--- config.mk ---
export PLATFORM = sky130hd
export DESIGN_NAME = tqle_csr
export DESIGN_NICKNAME = d
export VERILOG_FILES = /design/src/rtl/tqle_pkg.sv /design/src/rtl/tqle_csr.sv
export SDC_FILE = /design/constraint.sdc
export NUM_CORES = 1
export LEC_CHECK = 0
export BUFFER_PORTS_ARGS = -buffer_cell sky130_fd_sc_hd__buf_2
export CAP_MARGIN = 10
export CORE_ASPECT_RATIO = 1.4
export CORE_MARGIN = 2
export CORE_UTILIZATION = 41
export DETAILED_ROUTE_END_ITERATION = 8
export GPL_TIMING_DRIVEN = 0
export HOLD_SLACK_MARGIN = 0.06
export PLACE_DENSITY = 0.76
export SYNTH_ARGS = -nofsm -noshare
export SYNTH_HDL_FRONTEND = slang
export SYNTH_SLANG_ARGS = --single-unit
--- constraint.sdc ---
create_clock -name clock -period 1 [get_ports clock]
set_input_delay 0.1 -clock clock [delete_from_list [all_inputs] [get_ports clock]]
set_output_delay 0.1 -clock clock [all_outputs]
set_load 0.03 [all_outputs]
--- src/rtl/tqle_pkg.sv ---
// Shared types, constants and helpers for the tabular Q-learning engine.
// No dependencies; used by tqle_csr and tabular_q_learning_engine.
package tqle_pkg;

   // Table geometry
   localparam int STATES   = 64;
   localparam int ACTIONS  = 4;
   localparam int STATE_W  = $clog2(STATES);
   localparam int ACT_W    = $clog2(ACTIONS);
   localparam int CNT_W    = $clog2(ACTIONS + 1);
   localparam int ENTRIES  = STATES * ACTIONS;
   localparam int ADDR_W   = $clog2(ENTRIES);

   // Field widths
   localparam int STATE_FIELD_W  = 6;
   localparam int ACTION_FIELD_W = 2;
   localparam int Q_W            = 32;
   localparam int RATE_W         = 16;
   localparam int FRAC_W         = 16;

   // Datapath widths: difference, product, rounded product
   localparam int DIFF_W = 35;
   localparam int PROD_W = RATE_W + 1 + DIFF_W;
   localparam int RND_W  = PROD_W - FRAC_W;

   // Configuration port
   localparam int CSR_ADDR_W = 4;
   localparam int CSR_DATA_W = 32;

   localparam logic [RATE_W-1:0] LEARN_RATE_RESET   = 16'd6554;
   localparam logic [RATE_W-1:0] DISCOUNT_RESET     = 16'd62259;
   localparam logic [RATE_W-1:0] EXPLORE_RATE_RESET = 16'd6554;

   typedef enum logic [1:0] {
      CSR_LEARN_RATE   = 2'd0,
      CSR_DISCOUNT     = 2'd1,
      CSR_EXPLORE_RATE = 2'd2
   } csr_index_type;

   typedef enum logic {
      FUNC_SELECT = 1'b0,
      FUNC_UPDATE = 1'b1
   } func_type;

   typedef struct packed {
      func_type                    func;
      logic [STATE_FIELD_W-1:0]    state_index;
      logic [ACTION_FIELD_W-1:0]   action;
      logic signed [Q_W-1:0]       reward;
      logic [STATE_FIELD_W-1:0]    dest_state;
      logic [RATE_W-1:0]           random_draw;
      logic [ACTION_FIELD_W-1:0]   random_action;
   } req_type;

   typedef struct packed {
      logic [ACTION_FIELD_W-1:0]   chosen_action;
      logic signed [Q_W-1:0]       q_value;
      logic                        explored;
   } rsp_type;

   typedef struct packed {
      logic [RATE_W-1:0] learn_rate;
      logic [RATE_W-1:0] discount;
      logic [RATE_W-1:0] explore_rate;
   } cfg_type;

   function automatic logic [STATE_W-1:0] clamp_state(input logic [STATE_FIELD_W-1:0] s);
      logic [31:0] wide;
      wide = 32'(s);
      if (wide >= 32'(STATES)) begin
         return STATE_W'(STATES - 1);
      end
      return STATE_W'(s);
   endfunction

   function automatic logic [ACT_W-1:0] clamp_action(input logic [ACTION_FIELD_W-1:0] a);
      logic [31:0] wide;
      wide = 32'(a);
      if (wide >= 32'(ACTIONS)) begin
         return ACT_W'(ACTIONS - 1);
      end
      return ACT_W'(a);
   endfunction

   function automatic logic [ADDR_W-1:0] q_addr(input logic [STATE_W-1:0] s,
                                                input logic [ACT_W-1:0]   a);
      return ADDR_W'(32'(s) * 32'(ACTIONS) + 32'(a));
   endfunction

   // Add one half LSB, then floor-shift by the fraction width
   function automatic logic signed [RND_W-1:0] round_shift(input logic signed [PROD_W-1:0] p);
      logic signed [PROD_W-1:0] sum;
      sum = p + PROD_W'(1 << (FRAC_W - 1));
      return sum[PROD_W-1:FRAC_W];
   endfunction

endpackage

--- src/rtl/tqle_csr.sv ---
// Configuration registers (alpha, gamma, epsilon) behind an APB-style port.
// Depends on tqle_pkg.
module tqle_csr (
   input  logic                              clock,
   input  logic                              reset,
   input  logic                              csr_psel,
   input  logic                              csr_penable,
   input  logic                              csr_pwrite,
   input  logic [tqle_pkg::CSR_ADDR_W-1:0]   csr_paddr,
   input  logic [tqle_pkg::CSR_DATA_W-1:0]   csr_pwdata,
   output logic [tqle_pkg::CSR_DATA_W-1:0]   csr_prdata,
   output logic                              csr_pready,
   output tqle_pkg::cfg_type                 cfg
);

   tqle_pkg::cfg_type       cfg_ff;
   tqle_pkg::cfg_type       cfg_in;
   tqle_pkg::csr_index_type index;
   logic                    wr_en;

   assign index      = tqle_pkg::csr_index_type'(csr_paddr[tqle_pkg::CSR_ADDR_W-1:2]);
   assign wr_en      = csr_psel && csr_penable && csr_pwrite && csr_pready;
   assign csr_pready = 1'b1;
   assign cfg        = cfg_ff;

   always_comb begin
      cfg_in = cfg_ff;
      if (wr_en) begin
         case (index)
            tqle_pkg::CSR_LEARN_RATE:   cfg_in.learn_rate   = csr_pwdata[tqle_pkg::RATE_W-1:0];
            tqle_pkg::CSR_DISCOUNT:     cfg_in.discount     = csr_pwdata[tqle_pkg::RATE_W-1:0];
            tqle_pkg::CSR_EXPLORE_RATE: cfg_in.explore_rate = csr_pwdata[tqle_pkg::RATE_W-1:0];
            default:                    cfg_in = cfg_ff;  // drop writes past the list
         endcase
      end
   end

   always_comb begin
      case (index)
         tqle_pkg::CSR_LEARN_RATE:   csr_prdata = tqle_pkg::CSR_DATA_W'(cfg_ff.learn_rate);
         tqle_pkg::CSR_DISCOUNT:     csr_prdata = tqle_pkg::CSR_DATA_W'(cfg_ff.discount);
         tqle_pkg::CSR_EXPLORE_RATE: csr_prdata = tqle_pkg::CSR_DATA_W'(cfg_ff.explore_rate);
         default:                    csr_prdata = '0;
      endcase
   end

   always_ff @(posedge clock) begin
      if (reset) begin
         cfg_ff.learn_rate   <= tqle_pkg::LEARN_RATE_RESET;
         cfg_ff.discount     <= tqle_pkg::DISCOUNT_RESET;
         cfg_ff.explore_rate <= tqle_pkg::EXPLORE_RATE_RESET;
      end else begin
         cfg_ff <= cfg_in;
      end
   end

endmodule

### Word-level counts from Yosys, hierarchy flattened

Index checks and enable logic that the tools add are counted.

| cells by class | value |
|---|---|
| equal/unequal tests | 2 |
| mux-type cells | 1 |
| reduce and logical (&&, ||, !) cells | 6 |

Operators with widths:

| operator | number |
|---|---|
| $pmux 16 s3 | 1 |
| $reduce_and 2->1 | 3 |
| $eq 2x1->1 const B | 1 |
| $eq 2x2->1 const B | 1 |
| $logic_and 1x1->1 | 2 |
| $logic_not 2->1 | 1 |

| storage, ports and cells | value |
|---|---|
| bits in registers | 48 |
| word-level logic and storage cells | 12 |

### Logic depth before layout (Yosys ltp)

Gate-level depths: netlist of the first run.

| depth | value |
|---|---|
| depth after elaboration | 3 |
| gate-level depth with buffers | 5 |
| depth with buffers taken out | 3 |

### Worst setup path after synthesis of the first run

No wires, ideal clock.

| path | value |
|---|---|
| path type | flip-flop to output port |
| from | register cfg_ff (netlist bit cfg[26]) |
| to | output port csr_prdata[10] (netlist name) |
| arrival | 1312 ps |
| slack | -412 ps |
| cell stages (with the launch flop) | 3 |
| buffers on the path | 0 |
| path through | dfxtp_1 > mux2i_1 > o21ai_0 |

| on the way | value |
|---|---|
| longest elaborated chain between the ends | 1 |

RTL lines:

| what | line | source |
|---|---|---|
| start: declaration | tqle_csr.sv:16 | `tqle_pkg::cfg_type cfg_ff;` |
| start signal: assignment | tqle_csr.sv:53 | `cfg_ff <= cfg_in;` |
| $pmux 16 s3 | tqle_csr.sv:39 | `case (index)` |
| end: declaration | tqle_csr.sv:11 | `output logic [tqle_pkg::CSR_DATA_W-1:0] csr_prdata,` |

Every way passes these cells.

### Worst setup path in the final report of the first run

| path | value |
|---|---|
| from | register cfg_ff (netlist bit cfg[37]) |
| to | output port csr_prdata[5] (netlist name) |

The elaborated chain is that of the path after synthesis.

==> results of run 1 <==
[cell usage after synthesis]
library cell / count
nor3b_1: 1
nor2b_1: 1
o21ai_0: 16
buf_4: 19
nand4_1: 1
buf_6: 4
nand2_1: 16
nand2b_1: 36
buf_8: 1
mux2i_1: 64
buf_2: 1
nor2_1: 37
nor3_4: 1
clkbuf_1: 10
or3_1: 1
nand3_2: 1
nor3b_2: 1
dfxtp_1: 48
conb_1: 2
[stage by stage]
stage               worst slack (ns)  utilization [%]  hold WS (ns)  TNS (ns)
detailed placement            -0.561             53.5         0.378    -16.88
global placement              -0.553             53.5         0.369    -15.57
floorplan                    0.00564                -         0.248         0
global route                  -0.202             68.5        0.0745     -3.57
CTS                           -0.127             64.1        0.0697     -1.89
finish                        -0.171             68.5        0.0829     -2.51
[worst register-to-register path, cell delays in order, from the launching register on]
cell and delay [ns]:
dfxtp_2 0.34, buf_4 0.13, buf_6 0.11, nand2b_1 0.05, mux2i_1 0.05
[metal layers]
| metal | GRT usage [%] | up-vias | share of wire, % |
|---|---|---|---|
| li1 | - | 1121 | - |
| met1 | 25.8 | 1094 | 39 |
| met2 | 42.3 | 84 | 54 |
| met3 | 3.93 | 13 | 4.5 |
| met4 | 8.01 | 0 | 1.7 |
| met5 | 0 | - | 0 |
[power by group]
group	switching [mW]	internal [mW]	total, mW	leakage, nW
registers	0.0208	1.94	1.96	0.388
logic	0.509	0.383	0.892	1.41
clock network	0.635	0.617	1.25	0.0503
total	1.16	2.94	4.10	1.84
[what timing repair did]
item / CTS / global route
hold buffers: 3 / 0
gates resized for setup: 95 / 67
buffers inserted: 25 / 10
setup endpoints to repair: 17 / 88
pin swaps: 13 / 8
hold endpoints to repair: 3 / 0
cloned: 0 / 1
[worst min-delay path by stage]
stage / end / slack, ns / depth (start not counted)
4_1_cts: cfg[25] / 0.07 / 3
2_1_floorplan: cfg[19] / 0.25 / 2
5_1_grt: cfg[1] / 0.07 / 3
3_5_place_dp: cfg[23] / 0.38 / 3
3_3_place_gp: cfg[27] / 0.37 / 3
6_report: cfg[25] / 0.08 / 3
[logic make-up (layout without fill, tap and decap cells)]
kind of cell	count (synthesis)	count (layout)	synth area share [%]
AOI/OAI and AO/OA	16	16	3.30
buffers and inverters	35	164	10.1
DFF	48	48	39.6
muxes	64	64	26.4
other	2	17	0.310
and+or+nand+nor	96	96	20.2
[cell type report]
cell class	instances	area, um2	share of cell area, %
buffer	35	288	7.27
clock buffer	7	96.3	2.43
multi-input combinational	193	1380	34.9
tap	70	87.6	2.21
sequential	48	1000	25.4
timing repair buffer	122	1100	27.8
==> results.py, run 1 <==
metrics = {
    "synthesis": {
        "ys_warn_count": 0,
        "synth.avg_cell_area_um2": 9.29,
        "yosys-top-cells-area": "dfxtp_1 40%, mux2i_1 26%, nand2b_1 9.3%",
        "synth_cells": 261,
        "ys_ff_latch": 48,
        "yosysTopAreaCell": "dfxtp_1",
        "synth.distinct_cells": 19,
        "ys_seq_area_share_pct": 39.6,
        "synthesis.area_um2": 2420,
        "synth_top_area_share_pct": 39.6,
    },
    "timing": {
        "fin_crit_sh_pct": 117,
        "finalSetupViolCount": 29,
        "skew_ns": 0,
        "timing.final.hold_violations": 0,
        "finalCriticalPeriod_ns": 1.17,
        "fin_ws_ns": -0.171,
        "maxSlewViolCount": 0,
        "max_slew.worst_pin.slew_ns": 0.583,
        "slew_headroom_pct": 61.1,
        "rsz0062_at_grt": "yes",
        "max_freq_mhz": 854,
    },
    "placed_design": {
        "globalplace.congestion": 0.770,
        "dp_hpwl_um": 4680,
        "dp_cells": 431,
        "placed_area_um2": 3090,
        "port_buffers": 85,
    },
    "routing": {
        "drtIter0Drc": 84,
        "wl_um": 7680,
        "drt.antenna.violating_nets": 0,
        "vias": 2312,
        "drc": 0,
        "wire_per_inst_um": 16.2,
        "vias_per_cell": 4.87,
        "first_pass_iters": 4,
    },
    "clock_network": {
        "cts_sinks": 48,
        "clock_tree.root_cell": "clkbuf_8",
        "clk_latency_ns": 0.30,
        "clock_path_buffers": 2,
        "htree_levels": 2,
        "cts_tree": "built",
        "path_clk_slew_ns": 0.09,
        "numCtsBuffers": 5,
    },
    "grt": {
        "grt_use_total_pct": 23.0,
        "antenna_found_initial": 0,
        "grt_pass1_wl_um": 11000,
        "grt_overflow": 0,
        "grt_pass1_vias": 2243,
        "grt_max_degree": 14,
    },
    "flow_run": {
        "maxCapViolCount": 0,
    },
    "setup_path": {
        "max_stage_delay_ns": 0.34,
        "crit_slowest_cell": "dfxtp_2",
        "cp.buffers_inverters": 1,
        "cp-end-kind": "output pin",
        "critical_path.startpoint_type": "register",
        "path_cells": "mux2i_2 > o21ai_2 > buf_6",
        "reg2reg_slack_ns": 0.19,
        "critPathRequiredTime_ns": 0.90,
        "endpoint": "csr_prdata[5]",
        "r2r_start": "cfg[37]",
        "path_depth": 3,
        "rr_worst_depth": 4,
        "crit_fanout": 2,
        "crit_start": "cfg[37]",
        "rr_endpoint": "cfg[37]",
        "arrival_ns": 1.07,
        "path_delay_family": "flip-flops",
        "worstSetupPathType": "reg -> out",
    },
    "layout": {
        "final_common_cell": "buf_6",
        "final_cells": 475,
        "fin_area_um2": 3960,
        "syn_to_final_growth_pct": 63.3,
        "num-fill-cells": 445,
        "layout_common_cells": "70 x buf_6, 57 x mux2i_1, 37 x nor2_1, 36 x buf_4, 36 x nand2b_1",
        "nets": 446,
        "drive_above_1_share_pct": 54.1,
        "largest_reg_flops": 48,
        "n_antenna_cell": 0,
    },
    "die": {
        "core_region_area_um2": 5780,
        "num_rows": 33,
        "dieArea_um2": 6550,
        "start_util_pct": 41.9,
        "chipWidth_um": 69.0,
        "die_y_um": 95.0,
        "pin_count": 122,
    },
    "hold_path": {
        "hold_class": "in -> reg",
        "hp-start": "csr_pwdata[9]",
    },
    "power_and_ir_drop": {
        "power_mw": 4.10,
        "p_leak_nw": 1.84,
        "power_density_nw_per_um2": 1040,
        "irDropWorstVdd_uv": 744,
    },
    "status": {
        "outcome": "complete, but fails checks",
        "violations": "negative setup slack",
    },
}
(Power assumes the default switching activity.)
==> inputs of run 2 (changes only) <==
--- a/config.mk
+++ b/config.mk
@@ -14,6 +14,7 @@
 export GPL_TIMING_DRIVEN = 0
 export HOLD_SLACK_MARGIN = 0.06
 export PLACE_DENSITY = 0.76
+export REMOVE_ABC_BUFFERS = 1
 export SYNTH_ARGS = -nofsm -noshare
 export SYNTH_HDL_FRONTEND = slang
 export SYNTH_SLANG_ARGS = --single-unit
==> run 2 against run 1 <==
Effect of this change:
- the run still ends with negative setup slack left
- via count fell by 9.5%
- setup slack is essentially flat
- cell count decreased by 9.3%
- first-iteration DRC count up 4.8%
- clock power down 14%
- sequential power hardly changed
- sequential cell count unchanged
- largest power group unchanged
==> results.py, run 2 (synthesis gave the netlist of run 1 again) <==
metrics = {
    "routing": {
        "first_pass_iters": 4,
        "vias": 2093,
        "drc": 0,
        "drt.antenna.violating_nets": 0,
        "wl_um": 6050,
        "wire_per_inst_um": 14.0,
        "vias_per_cell": 4.86,
        "drtIter0Drc": 88,
    },
    "setup_path": {
        "max_stage_delay_ns": 0.35,
        "cp.buffers_inverters": 1,
        "arrival_ns": 1.07,
        "critPathRequiredTime_ns": 0.90,
        "r2r_start": "cfg[46]",
        "crit_fanout": 2,
        "cp-end-kind": "output pin",
        "critical_path.startpoint_type": "register",
        "worstSetupPathType": "reg -> out",
        "path_cells": "mux2i_1 > o21ai_1 > buf_4",
        "crit_slowest_cell": "dfxtp_2",
        "reg2reg_slack_ns": 0.20,
        "rr_endpoint": "cfg[46]",
        "rr_worst_depth": 4,
        "path_delay_family": "flip-flops",
        "crit_start": "cfg[44]",
    },
    "power_and_ir_drop": {
        "p_leak_nw": 1.56,
        "irDropWorstVdd_uv": 473,
        "power_density_nw_per_um2": 1100,
    },
    "grt": {
        "antenna_found_initial": 0,
        "grt_overflow": 0,
        "grt_pass1_vias": 1874,
        "grt_use_total_pct": 18.4,
        "grt_max_degree": 74,
        "grt_pass1_wl_um": 8860,
    },
    "die": {
        "pin_count": 122,
        "start_util_pct": 41.9,
        "die_y_um": 95.0,
        "chipWidth_um": 69.0,
        "num_rows": 33,
        "dieArea_um2": 6550,
        "core_region_area_um2": 5780,
    },
    "clock_network": {
        "cts_sinks": 48,
        "clk_latency_ns": 0.30,
        "cts_tree": "built",
        "numCtsBuffers": 5,
        "clock_path_buffers": 2,
        "clock_tree.root_cell": "clkbuf_8",
        "path_clk_slew_ns": 0.08,
        "htree_levels": 2,
    },
    "layout": {
        "drive_above_1_share_pct": 43.8,
        "fin_area_um2": 3380,
        "regArea_um2": 1000,
        "layout_common_cells": "64 x mux2i_1, 39 x buf_2, 37 x nor2_1, 36 x nand2b_1, 35 x dfxtp_2",
        "final_cells": 431,
        "nets": 402,
        "largest_reg_flops": 48,
        "finalCoreUtilization_pct": 58.4,
        "multi_input_area_um2": 1300,
        "syn_to_final_growth_pct": 39.4,
        "final_common_cell": "mux2i_1",
        "n_antenna_cell": 0,
        "num-fill-cells": 510,
    },
    "timing": {
        "max_freq_mhz": 854,
        "skew_ns": 0,
        "finalSetupViolCount": 16,
        "fin_setup_tns_ns": -1.82,
        "rsz0062_at_grt": "yes",
        "timing.final.hold_violations": 0,
        "finalCriticalPeriod_ns": 1.17,
        "max_slew.worst_pin.slew_ns": 0.605,
        "fin_crit_sh_pct": 117,
        "slew_headroom_pct": 59.7,
        "fin_ws_ns": -0.171,
        "maxSlewViolCount": 0,
    },
    "status": {
        "violations": "negative setup slack",
        "outcome": "complete, but fails checks",
    },
    "placed_design": {
        "port_buffers": 86,
        "dp_worst_setup_slack_ns": -1.78,
        "dp_cells": 399,
        "globalplace.congestion": 0.719,
        "placed_area_um2": 2790,
        "dp_hpwl_um": 3780,
    },
    "hold_path": {
        "hold_path_depth": 3,
        "hp-start": "csr_pwdata[3]",
        "hold_class": "in -> reg",
        "min_to": "cfg[19]",
    },
    "flow_run": {
        "maxCapViolCount": 0,
    },
}
run 2: layout make-up:
cell class | count | share of cell area [%]
well taps | 70 | 2.59
repair buffers | 113 | 26.9
clock buffers | 6 | 2.15
multi-input cells | 193 | 38.5
flip-flops and latches | 48 | 29.7
clock inverters | 1 | 0.148
run 2: report_power, final:
group	internal, mW	switching (mW)
Clock	0.476	0.607
Sequential	1.94	0.0186
Combinational	0.255	0.434
run 2: worst max path at each step:
stage                                 to  slack [ns]  cells after the start
final                     csr_prdata[12]       -0.17                      3
after global placement           cfg[18]       -2.98                      3
after detailed placement         cfg[15]       -1.78                      4
after floorplan                  cfg[16]       -1.36                      3
after CTS                 csr_prdata[12]       -0.18                      3
after global routing       csr_prdata[1]       -0.21                      3
run 2: metal layers:
metal	wire length [um]	vias to the layer above	track usage, %
met4	69	0	6.86
met5	0	-	0
met3	370	5	3.69
li1	-	1019	-
met1	2380	994	20.7
met2	3230	75	32.9
run 2: through the flow:
stage	hold WS (ns)	power (mW)
final	0.0671	3.73
after global routing	0.0765	3.90
after CTS	0.0653	3.74
after floorplan	0.255	2.37
after detailed placement	0.385	2.59
after global placement	0.376	2.58
run 2: tightest hold or removal path, delay by kind of cell:
| kind | cells | cell delay, ns |
|---|---|---|
| and+or+nand+nor | 1 | 0.06 |
| muxes | 1 | 0.06 |
| buffers and inverters | 1 | 0.11 |
run 2: repair_timing:
item | in CTS | in global routing
hold buffers | 1 | 0
endpoints found under the hold margin | 1 | 0
gates resized for setup | 103 | 39
buffers inserted | 20 | 6
endpoints found under the setup margin | 64 | 56
pin swaps | 5 | 4
